**config.mk**
```make
export PLATFORM = sky130hd
export DESIGN_NAME = sbb_divider
export DESIGN_NICKNAME = d
export VERILOG_FILES = /design/src/hw/rtl/separable_box_blur_assert.svh /design/src/hw/rtl/sbb_pkg.sv /design/src/hw/rtl/sbb_divider.sv
export SDC_FILE = /design/constraint.sdc
export NUM_CORES = 1
export LEC_CHECK = 0
export BUFFER_PORTS_ARGS = -buffer_cell sky130_fd_sc_hd__buf_2
export CAP_MARGIN = 30
export CORE_ASPECT_RATIO = 0.75
export CORE_UTILIZATION = 54
export CTS_CLUSTER_SIZE = 24
export DETAILED_ROUTE_END_ITERATION = 10
export GPL_ROUTABILITY_DRIVEN = 0
export GPL_TIMING_DRIVEN = 0
export MAX_ROUTING_LAYER = met4
export PLACE_DENSITY = 0.79
export SYNTH_ARGS = -nofsm -noshare
export SYNTH_HDL_FRONTEND = slang
export SYNTH_SLANG_ARGS = --single-unit
```
**constraint.sdc**
```tcl
create_clock -name clk_i -period 2.7 [get_ports clk_i]
set_input_delay 0 -clock clk_i [delete_from_list [all_inputs] [get_ports clk_i]]
set_output_delay 0 -clock clk_i [all_outputs]
set_load 0.02 [all_outputs]
```
**src/hw/rtl/separable_box_blur_assert.svh**
```systemverilog
// Assertion macros for the box blur block.
`ifndef SEPARABLE_BOX_BLUR_ASSERT_SVH
`define SEPARABLE_BOX_BLUR_ASSERT_SVH

// Implication checked on every edge outside reset.
`define SBB_ASSERT_IMP(label, clk, rst_n, ante, cons) \
  label: assert property (@(posedge clk) disable iff (!rst_n) (ante) |-> (cons)) \
    else $error("assertion failed");

// Implication whose consequent is checked in the next cycle.
`define SBB_ASSERT_NEXT(label, clk, rst_n, ante, cons) \
  label: assert property (@(posedge clk) disable iff (!rst_n) (ante) |=> (cons)) \
    else $error("assertion failed");

`endif

```
**src/hw/rtl/sbb_pkg.sv**
```systemverilog
// ----------------------------------------------------------------------------
// sbb_pkg
// Shared constants and types of the box blur block.
// ----------------------------------------------------------------------------
package sbb_pkg;

  localparam int unsigned DefMaxWidth  = 256;
  localparam int unsigned DefMaxHeight = 256;
  localparam int unsigned DefMaxRadius = 15;

  localparam logic [1:0] RegWidth  = 2'd0;
  localparam logic [1:0] RegHeight = 2'd1;
  localparam logic [1:0] RegRadius = 2'd2;

  localparam logic CmdWrite = 1'b0;
  localparam logic CmdRead  = 1'b1;

  localparam logic [7:0] AlphaOpaque = 8'hFF;

  // Divider request and response.
  typedef struct packed {
    logic        start;
    logic [17:0] num;
    logic [6:0]  den;
  } div_req_t;

  typedef struct packed {
    logic        done;
    logic [17:0] quot;
  } div_rsp_t;

endpackage

```
**src/hw/rtl/sbb_divider.sv**
```systemverilog
// ----------------------------------------------------------------------------
// sbb_divider
// Restoring divider, one quotient bit per cycle.
// ----------------------------------------------------------------------------
module sbb_divider
  import sbb_pkg::*;
(
  input  logic     clk_i,
  input  logic     rst_ni,
  input  div_req_t req_i,
  output div_rsp_t rsp_o
);

  logic [17:0] quot_q, quot_d;
  logic [6:0]  rem_q, rem_d;
  logic [6:0]  den_q, den_d;
  logic [4:0]  cnt_q, cnt_d;
  logic        busy_q, busy_d;
  logic        done_q, done_d;
  logic [7:0]  trial;

  always_comb begin
    quot_d = quot_q;
    rem_d  = rem_q;
    den_d  = den_q;
    cnt_d  = cnt_q;
    busy_d = busy_q;
    done_d = 1'b0;
    trial  = {rem_q, quot_q[17]};
    if (req_i.start) begin
      quot_d = req_i.num;
      rem_d  = '0;
      den_d  = req_i.den;
      cnt_d  = 5'd18;
      busy_d = 1'b1;
    end else if (busy_q) begin
      // shift in one dividend bit, subtract when it fits
      if (trial >= {1'b0, den_q}) begin
        rem_d = 7'(trial - {1'b0, den_q});
        quot_d = {quot_q[16:0], 1'b1};
      end else begin
        rem_d = trial[6:0];
        quot_d = {quot_q[16:0], 1'b0};
      end
      cnt_d = cnt_q - 5'd1;
      if (cnt_q == 5'd1) begin
        busy_d = 1'b0;
        done_d = 1'b1;
      end
    end
  end

  always_ff @(posedge clk_i or negedge rst_ni) begin
    if (!rst_ni) begin
      busy_q <= 1'b0;
      done_q <= 1'b0;
      cnt_q  <= '0;
    end else begin
      busy_q <= busy_d;
      done_q <= done_d;
      cnt_q  <= cnt_d;
    end
  end

  always_ff @(posedge clk_i) begin
    quot_q <= quot_d;
    rem_q  <= rem_d;
    den_q  <= den_d;
  end

  assign rsp_o.done = done_q;
  assign rsp_o.quot = quot_q;

endmodule

```
---- Yosys cells after proc, flatten, opt, wreduce, memory -nomap -nowiden ----
Index checks and enable logic that the tools add are counted.
word-level totals
  register bits ........................... 39
  input bits .............................. 28
  output and inout bits ................... 19
  logic and storage cells ................. 23
cells by class
  add/sub/neg operators ................... 2
  magnitude comparators ................... 1
  eq/ne operators ......................... 1
  multiplexer cells ....................... 12
  reductions and logical operators ........ 1
operators by type and width
  operator             number
  $mux 18              2
  $mux 5               2
  $ge 8x7->1           1
  $mux 1               7
  $mux 7               1
  $sub 7x7->7          1
  $eq 5x1->1 const B   1
  $sub 5x1->5 const B  1
  $reduce_bool 2->1    1

---- Logic depth before layout (Yosys ltp) ----
Gate-level depths: netlist of run 1.
  word-level depth ........................ 4
  mapped depth ............................ 9
  depth with buffers taken out ............ 7

---- Worst setup path before layout of run 1 ----
Ideal clock, no wire load.
  path type ............................... register to register
  start point ............................. register quot_q[17]
  end point ............................... register rem_q[0]
  library setup time ...................... 0.088 ns
  arrival time ............................ 2.216 ns
  data required time ...................... 2.612 ns
  setup slack ............................. 0.396 ns
  stages on the path, launching flop included .. 10
  buffers on the path ..................... 2
  clock period less this slack ............ 2.304 ns
  cell sequence ........................... edfxtp_1 -> inv_1 -> ha_1 -> fa_1 -> nand2b_1 -> a211o_1 -> buf_6 -> and3_1 -> buf_6 -> a311oi_2
between the ends
  longest elaborated chain between the ends .. 2
  elaborated cells on any way between the ends .. 3
  those cells by class .................... 1 x add/sub; 1 x order compare; 1 x mux
RTL lines
  item                                       line                                  RTL
  start, declared                            sbb_divider.sv:14                     logic [17:0] quot_q, quot_d;
  start signal, assigned                     sbb_divider.sv:66                     quot_q <= quot_d;
  $sub 7x7->7 or $ge 8x7->1 (tied branches)  sbb_divider.sv:39, sbb_divider.sv:38
  $mux 7 *                                   sbb_divider.sv:38                     if (trial >= {1'b0, den_q}) begin
  end signal, assigned                       sbb_divider.sv:67                     rem_q <= rem_d;
  end, declared                              sbb_divider.sv:15                     logic [6:0] rem_q, rem_d;
Every way passes the cells marked *; elsewhere a longest branch is shown, timed or not.
A chain may end at the register's enable or synchronous reset.

---- Worst setup path in the final report of run 1 ----
Ends and elaborated chain as after synthesis.

==> run_results.csv, run 1 <==
group,metric,value,unit
sta,max_freq,437,MHz
route,dr.first_iter.drc_count,123,
setup_path,crit_top_cell,"buf_6",
power,p_int,1.35,mW
clocking,cts-resized-gates,0,
route,drt_wl_total,4050,µm
setup_path,startpoint,"quot_q[17]$_DFFE_PP_",
sta,finalCritPeriodShare,84.8,%
route,drc,0,
clocking,cts_tree,"done",
synthesis,syn-num-nets,219,
cells_and_area,drive_gt1_share,34.2,%
cells_and_area,area_growth,21.4,%
synthesis,ys_top_cells_by_area,"edfxtp_1 (35%), mux2_2 (9.0%), dfrtp_1 (8.2%), dfxtp_1 (6.6%), ha_1 (5.3%)",
synthesis,synth_area_per_cell,11.8,µm²
setup_path,cp.depth,9,
global_routing,track_usage,22.7,%
run_status,status,"finished clean",
sta,finalSetupViolCount,0,
cells_and_area,final_area,2590,µm²
clocking,cts.sink_count,39,
floorplan,die_w,74.6,µm
setup_path,critPathMaxStageDelay,0.41,ns
sta,clock_skew,0.00360,ns
setup_path,reg2reg_to,"rem_q[0]$_SDFFE_PP0P_",
power,pwr-share-comb,42.2,%
power,clkPwrFrac,17.7,%
setup_path,worst-path-max-fanout,9,
route,wl_per_cell,13.7,µm
cells_and_area,layout_common_cells,"buf_2 (47), edfxtp_1 (25), mux2_2 (17), inv_1 (13), nor2_1 (13)",
setup_path,reg2reg_from,"quot_q[17]$_DFFE_PP_",
sta,finalMaxSlewViolations,0,
synthesis,synth_top_cell_area_share,35.1,%
cells_and_area,final_common_cell,"buf_2",
synthesis,synthCells,181,
sta,rsz0062_at_grt,"no",
cells_and_area,nFillCells,296,
setup_path,worst-setup-path-type,"flop to flop",
synthesis,synthFlopType,"edfxtp_1",
cells_and_area,n_antenna_cell,0,
power,ir_drop,547,µV
power,swShare,35.3,%
global_routing,grt_overflow,0,
route,via_per_inst,5.31,
power,p_leak,1.12,nW
setup_path,critPathTopFamily,"adder cells",
clocking,cts_max_level,2,
synthesis,synth_edf_count,25,
sta,hold_violations,0,
global_routing,grt_pass1_vias,1532,
setup_path,cp_slowest_cell,"fa_1",
setup_path,critPathLaunchType,"flop",
synthesis,yosys_warnings,0,
setup_path,path_cells,"inv_1, ha_1, fa_1, nand2b_1, a211o_1, buf_6, and3_1, buf_6, a311oi_2",
clocking,clk_pin_slew,0.07,ns
floorplan,start_util,57.2,%
sta,finalCriticalPeriod,2.29,ns
synthesis,async_flop_share,17.9,%
synthesis,synth.largest_area_cell,"edfxtp_1",
setup_path,worstPathArrival,2.49,ns
setup_path,reg2reg_depth,9,
floorplan,ios,47,
power,p_sw,735,µW
route,firstDrtPassIters,4,
setup_path,endpoint,"rem_q[0]$_SDFFE_PP0P_",
floorplan,placementRows,19,
clocking,cts_buffer_depth,2,
global_routing,grt_max_degree,19,
global_routing,antenna_found_initial,0,
cells_and_area,final_nets,280,
global_routing,grt_first_pass_wirelength,6980,µm
floorplan,die_h,56.5,µm
cells_and_area,postLayoutCoreUtil,69.5,%
floorplan,fp.dieArea,4210,µm²
hold_path,hp-class,"input pin to flop",
power,total_power,2.08,mW
clocking,clk_latency,0.28,ns
placed_design,placed_area,2430,µm²
power,cellPowerDensity,803,nW/µm²
synthesis,seq_area_frac_synth,49.9,%
synthesis,ys_ff_latch,39,
placed_design,portBuffers,46,
setup_path,critPathRequiredTime,2.90,ns
synthesis,ys_types,50,
sta,worstMarginPinSlew,0.551,ns
route,vias,1567,
clocking,cts_buffers,5,
synthesis,syn-cell-area,2140,µm²
setup_path,cp-end-kind,"flop",
job,cap_violations,0,
power,power_frac_seq,40.1,%
hold_path,min_path_cells,2,
sta,setup_tns,0,ns
floorplan,fp.coreArea,3730,µm²
route,detail-route-antenna-nets,0,
sta,fin_hold_ws,0.0132,ns
placed_design,hpwl,2950,µm
setup_path,worst-r2r-setup-slack,0.41,ns
clocking,root_buffer,"clkbuf_8",
sta,slew_headroom,63.3,%
setup_path,worstPathBufferInverterCount,3,
-- synth_stat cells, drive strengths merged (2+ instances only) --
master and number:
a311oi 3, nand2 8, o21bai 2, o21ai 6
ha 9, nor3b 6, a41oi 4, nor2b 6
xnor2 5, a21o 2, mux2 17, edfxtp 25
nand4 2, buf 6, inv 13, clkbuf 5
o21a 2, dfxtp 7, a31oi 2, or2 4
o31ai 2, a211oi 2, nor2 13, dfrtp 7
nand2b 5
-- worst reg2reg max path, stage by stage (launching register included) --
cell and delay, ns:
edfxtp_1 0.34, inv_1 0.07, ha_1 0.23, fa_1 0.41
nand2b_1 0.18, a211o_1 0.27, buf_6 0.14, and3_1 0.18
buf_6 0.13, a311oi_2 0.25
-- final cells by class --
| type | instances | area, µm² | share of cell area [%] |
|---|---|---|---|
| sequential | 39 | 1070 | 41.1 |
| multi-input combinational | 118 | 956 | 36.9 |
| timing repair buffer | 54 | 310 | 12.0 |
| clock buffer | 6 | 72.6 | 2.80 |
| buffer | 11 | 65.1 | 2.51 |
| tap | 52 | 65.1 | 2.51 |
| inverter | 13 | 48.8 | 1.88 |
| clock inverter | 2 | 8.76 | 0.338 |
-- power groups by stage --
stage	Sequential [mW]	Clock (mW)	Combinational, mW
final	0.834	0.369	0.879
after global placement	0.846	0	0.849
after floorplan	0.876	0	0.635
after global routing	0.851	0.399	0.970
after detailed placement	0.845	0	0.864
after CTS	0.834	0.379	0.878
-- kinds of logic (layout without fill, tap and decap cells) --
family,count (synthesis),in the layout,synth area share [%]
buffers and inverters,24,86,5.33
flip-flops,39,39,49.9
adder cells (fa/ha/maj),10,10,6.21
AO/OA/AOI/OAI,34,34,13.8
multiplexers,18,18,9.43
XOR/XNOR,6,6,2.46
AND/OR/NAND/NOR,50,50,12.8
-- what timing repair did --
item	4_1_cts	5_1_grt
setup buffers	0	0
hold endpoints to repair	14	0
hold buffers	8	0
-- worst min path at each step --
stage                          from  slack (ns)                    to
after CTS                 req_i[10]       0.004   quot_q[3]$_DFFE_PP_
after global placement       rst_ni       -0.16      done_q$_DFF_PN0_
after global routing      req_i[17]       0.006  quot_q[10]$_DFFE_PP_
after detailed placement     rst_ni       -0.16  cnt_q[2]$_DFFE_PN0P_
final                      req_i[9]        0.01   quot_q[2]$_DFFE_PP_
after floorplan              rst_ni       -0.30      busy_q$_DFF_PN0_
-- registers in the layout, indices dropped and copies added, names as in the netlist --
signal	cells
busy_q	1
cnt_q	5
den_q	7
done_q	1
quot_q	18
rem_q	7
-- metal layers --
metal / global-route usage, % / part of all wire [%]
met2: 33.2 / 45
met5: - / 0
met1: 31.1 / 48
met4: 7.01 / 1.2
met3: 5.92 / 5.0
-- per-stage QoR --
step	setup slack, ns	instances
final	0.409	295
after global routing	0.260	295
after detailed placement	0.442	279
after global placement	0.446	279
after CTS	0.409	295
after floorplan	0.396	181
Note: power is estimated with default switching activity, not from simulation.
==> inputs of run 2 (changes only) <==
==> constraint.sdc (replaced) <==
create_clock -name clk_i -period 2.3 [get_ports clk_i]
set_input_delay 0 -clock clk_i [delete_from_list [all_inputs] [get_ports clk_i]]
set_output_delay 0 -clock clk_i [all_outputs]
set_load 0.02 [all_outputs]
==> run 2 against run 1 <==
  * Clock skew grew 0.0020 ns
  * Setup slack worse by 0.30 ns
  * First-iteration DRC count is 41% lower
  * Critical endpoint is now rem_q[2]$_SDFFE_PP0P_
  * Critical path type unchanged
==> run_results.csv, run 2 (synthesized netlist as in run 1, its figures left out) <==
group,metric,value,unit
setup_path,critPathLaunchType,"flop",
cells_and_area,final_common_cell,"buf_2",
sta,finalSetupViolCount,0,
cells_and_area,reg_top3,"quot_q x18, den_q x7, rem_q x7",
setup_path,worstPathArrival,2.40,ns
power,p_leak,1.14,nW
clocking,clk_latency,0.29,ns
global_routing,grt_max_degree,19,
hold_path,min_path_cells,2,
run_status,status,"finished clean",
floorplan,fp.dieArea,4210,µm²
sta,finalCriticalPeriod,2.19,ns
clocking,cts_buffers,5,
route,wl_per_cell,14.9,µm
setup_path,reg2reg_to,"rem_q[2]$_SDFFE_PP0P_",
setup_path,critPathMaxStageDelay,0.42,ns
cells_and_area,drive_gt1_share,36.1,%
power,cellPowerDensity,981,nW/µm²
floorplan,fp.coreArea,3730,µm²
clocking,root_buffer,"clkbuf_8",
clocking,cts.sink_count,39,
global_routing,grt_first_pass_wirelength,7070,µm
floorplan,placementRows,19,
setup_path,critPathRequiredTime,2.51,ns
floorplan,die_w,74.6,µm
sta,hold_violations,0,
clocking,cts_buffer_depth,2,
sta,worstMarginPinSlew,0.606,ns
cells_and_area,final_nets,281,
sta,max_freq,457,MHz
sta,rsz0062_at_grt,"no",
floorplan,start_util,57.2,%
cells_and_area,area_growth,24.1,%
placed_design,dp.cells,279,
setup_path,worst-setup-path-type,"flop to flop",
route,drc,0,
clocking,cts_tree,"done",
power,ir_drop,577,µV
global_routing,grt_pass1_vias,1511,
route,via_per_inst,5.34,
route,dr.first_iter.drc_count,73,
cells_and_area,largest_reg_flops,18,
setup_path,path_cells,"ha_4, fa_2, nand2b_4, a211o_1, buf_6, and3_1, buf_6, a311oi_2",
hold_path,min-delay-start,"req_i[11]",
setup_path,cp-end-kind,"flop",
job,cap_violations,0,
placed_design,portBuffers,46,
clocking,cts_max_level,2,
floorplan,ios,47,
cells_and_area,top_register,"quot_q",
setup_path,startpoint,"den_q[0]$_DFFE_PP_",
setup_path,cp_slowest_cell,"edfxtp_1",
cells_and_area,layout_common_cells,"buf_2 (47), edfxtp_1 (25), mux2_2 (17), nor2_1 (13), inv_1 (12)",
route,firstDrtPassIters,4,
route,drt_wl_total,4420,µm
setup_path,worst-r2r-setup-slack,0.11,ns
sta,slew_headroom,59.6,%
hold_path,whs_endpoint,"quot_q[4]$_DFFE_PP_",
sta,finalMaxSlewViolations,0,
placed_design,hpwl,3080,µm
cells_and_area,n_antenna_cell,0,
setup_path,crit_top_cell,"buf_6",
clocking,clk_pin_slew,0.08,ns
global_routing,grt_overflow,0,
sta,finalCritPeriodShare,95.2,%
global_routing,track_usage,23.8,%
setup_path,reg2reg_from,"den_q[0]$_DFFE_PP_",
floorplan,die_h,56.5,µm
sta,setup_tns,0,ns
cells_and_area,nFillCells,282,
hold_path,hp-class,"input pin to flop",
route,vias,1581,
sta,clock_skew,0.00559,ns
route,detail-route-antenna-nets,0,
cells_and_area,final_cells,296,
setup_path,worst-path-max-fanout,9,
setup_path,reg2reg_depth,8,
global_routing,antenna_found_initial,0,
==> run 2: area by class of cell <==
| type | instances | area, µm² | area share [%] |
|---|---|---|---|
| sequential | 39 | 1070 | 40.2 |
| multi-input combinational | 118 | 978 | 36.9 |
| timing repair buffer | 55 | 320 | 12.1 |
| clock buffer | 5 | 68.8 | 2.60 |
| buffer | 11 | 65.1 | 2.45 |
| tap | 52 | 65.1 | 2.45 |
| inverter | 13 | 48.8 | 1.84 |
| clock inverter | 3 | 38.8 | 1.46 |
==> run 2: power breakdown <==
| group | switching (mW) | internal (mW) | leakage (nW) | total [mW] |
|---|---|---|---|---|
| combinational | 0.562 | 0.499 | 0.684 | 1.06 |
| sequential | 0.0983 | 0.887 | 0.400 | 0.985 |
| clock | 0.239 | 0.318 | 0.0556 | 0.557 |
| total | 0.899 | 1.70 | 1.14 | 2.60 |
==> run 2: worst max path at each step <==
stage | to | slack, ns | cells past startpoint
final | rem_q[2]$_SDFFE_PP0P_ | 0.11 | 8
after global routing | rem_q[0]$_SDFFE_PP0P_ | 0.007 | 9
after CTS | rem_q[0]$_SDFFE_PP0P_ | 0.02 | 9
after detailed placement | rem_q[0]$_SDFFE_PP0P_ | 0.06 | 9
after global placement | rem_q[0]$_SDFFE_PP0P_ | 0.05 | 9
after floorplan | rem_q[0]$_SDFFE_PP0P_ | 0.02 | 9
==> run 2: worst max-delay path, delay by kind of cell, from the launching register on <==
family	cells	cell delay, ns
flops	1	0.42
buf+inv	2	0.27
compound gates	2	0.50
fa+ha+maj	2	0.59
simple gates	2	0.33
==> run 2: per-stage QoR <==
| stage | cell area (µm²) | total power, mW | hold slack [ns] | utilization (%) | setup slack, ns |
|---|---|---|---|---|---|
| after floorplan | 2140 | 1.77 | -0.296 | - | 0.0181 |
| after global placement | 2430 | 1.99 | -0.160 | 65.1 | 0.0528 |
| after detailed placement | 2430 | 2.01 | -0.151 | 65.1 | 0.0642 |
| after CTS | 2620 | 2.58 | 0.00202 | 70.2 | 0.0232 |
| after global routing | 2650 | 2.76 | 0.00432 | 71.0 | 0.00743 |
| final | 2650 | 2.60 | 0.00621 | 71.0 | 0.110 |
==> run 2: layer usage <==
layer / up-vias / routed length (µm) / GRT usage (%)
li1: 783 / - / -
met1: 759 / 2080 / 31.8
met2: 35 / 2140 / 36.6
met3: 4 / 178 / 7.00
met4: 0 / 25 / 4.04
met5: - / 0 / -
==> run 2: repair_timing <==
item                                   4_1_cts  5_1_grt
buffers inserted                             0        0
resized for setup                            0        4
setup endpoints to repair                    0        6
hold buffers                                 8        1
endpoints found under the hold margin       14        1
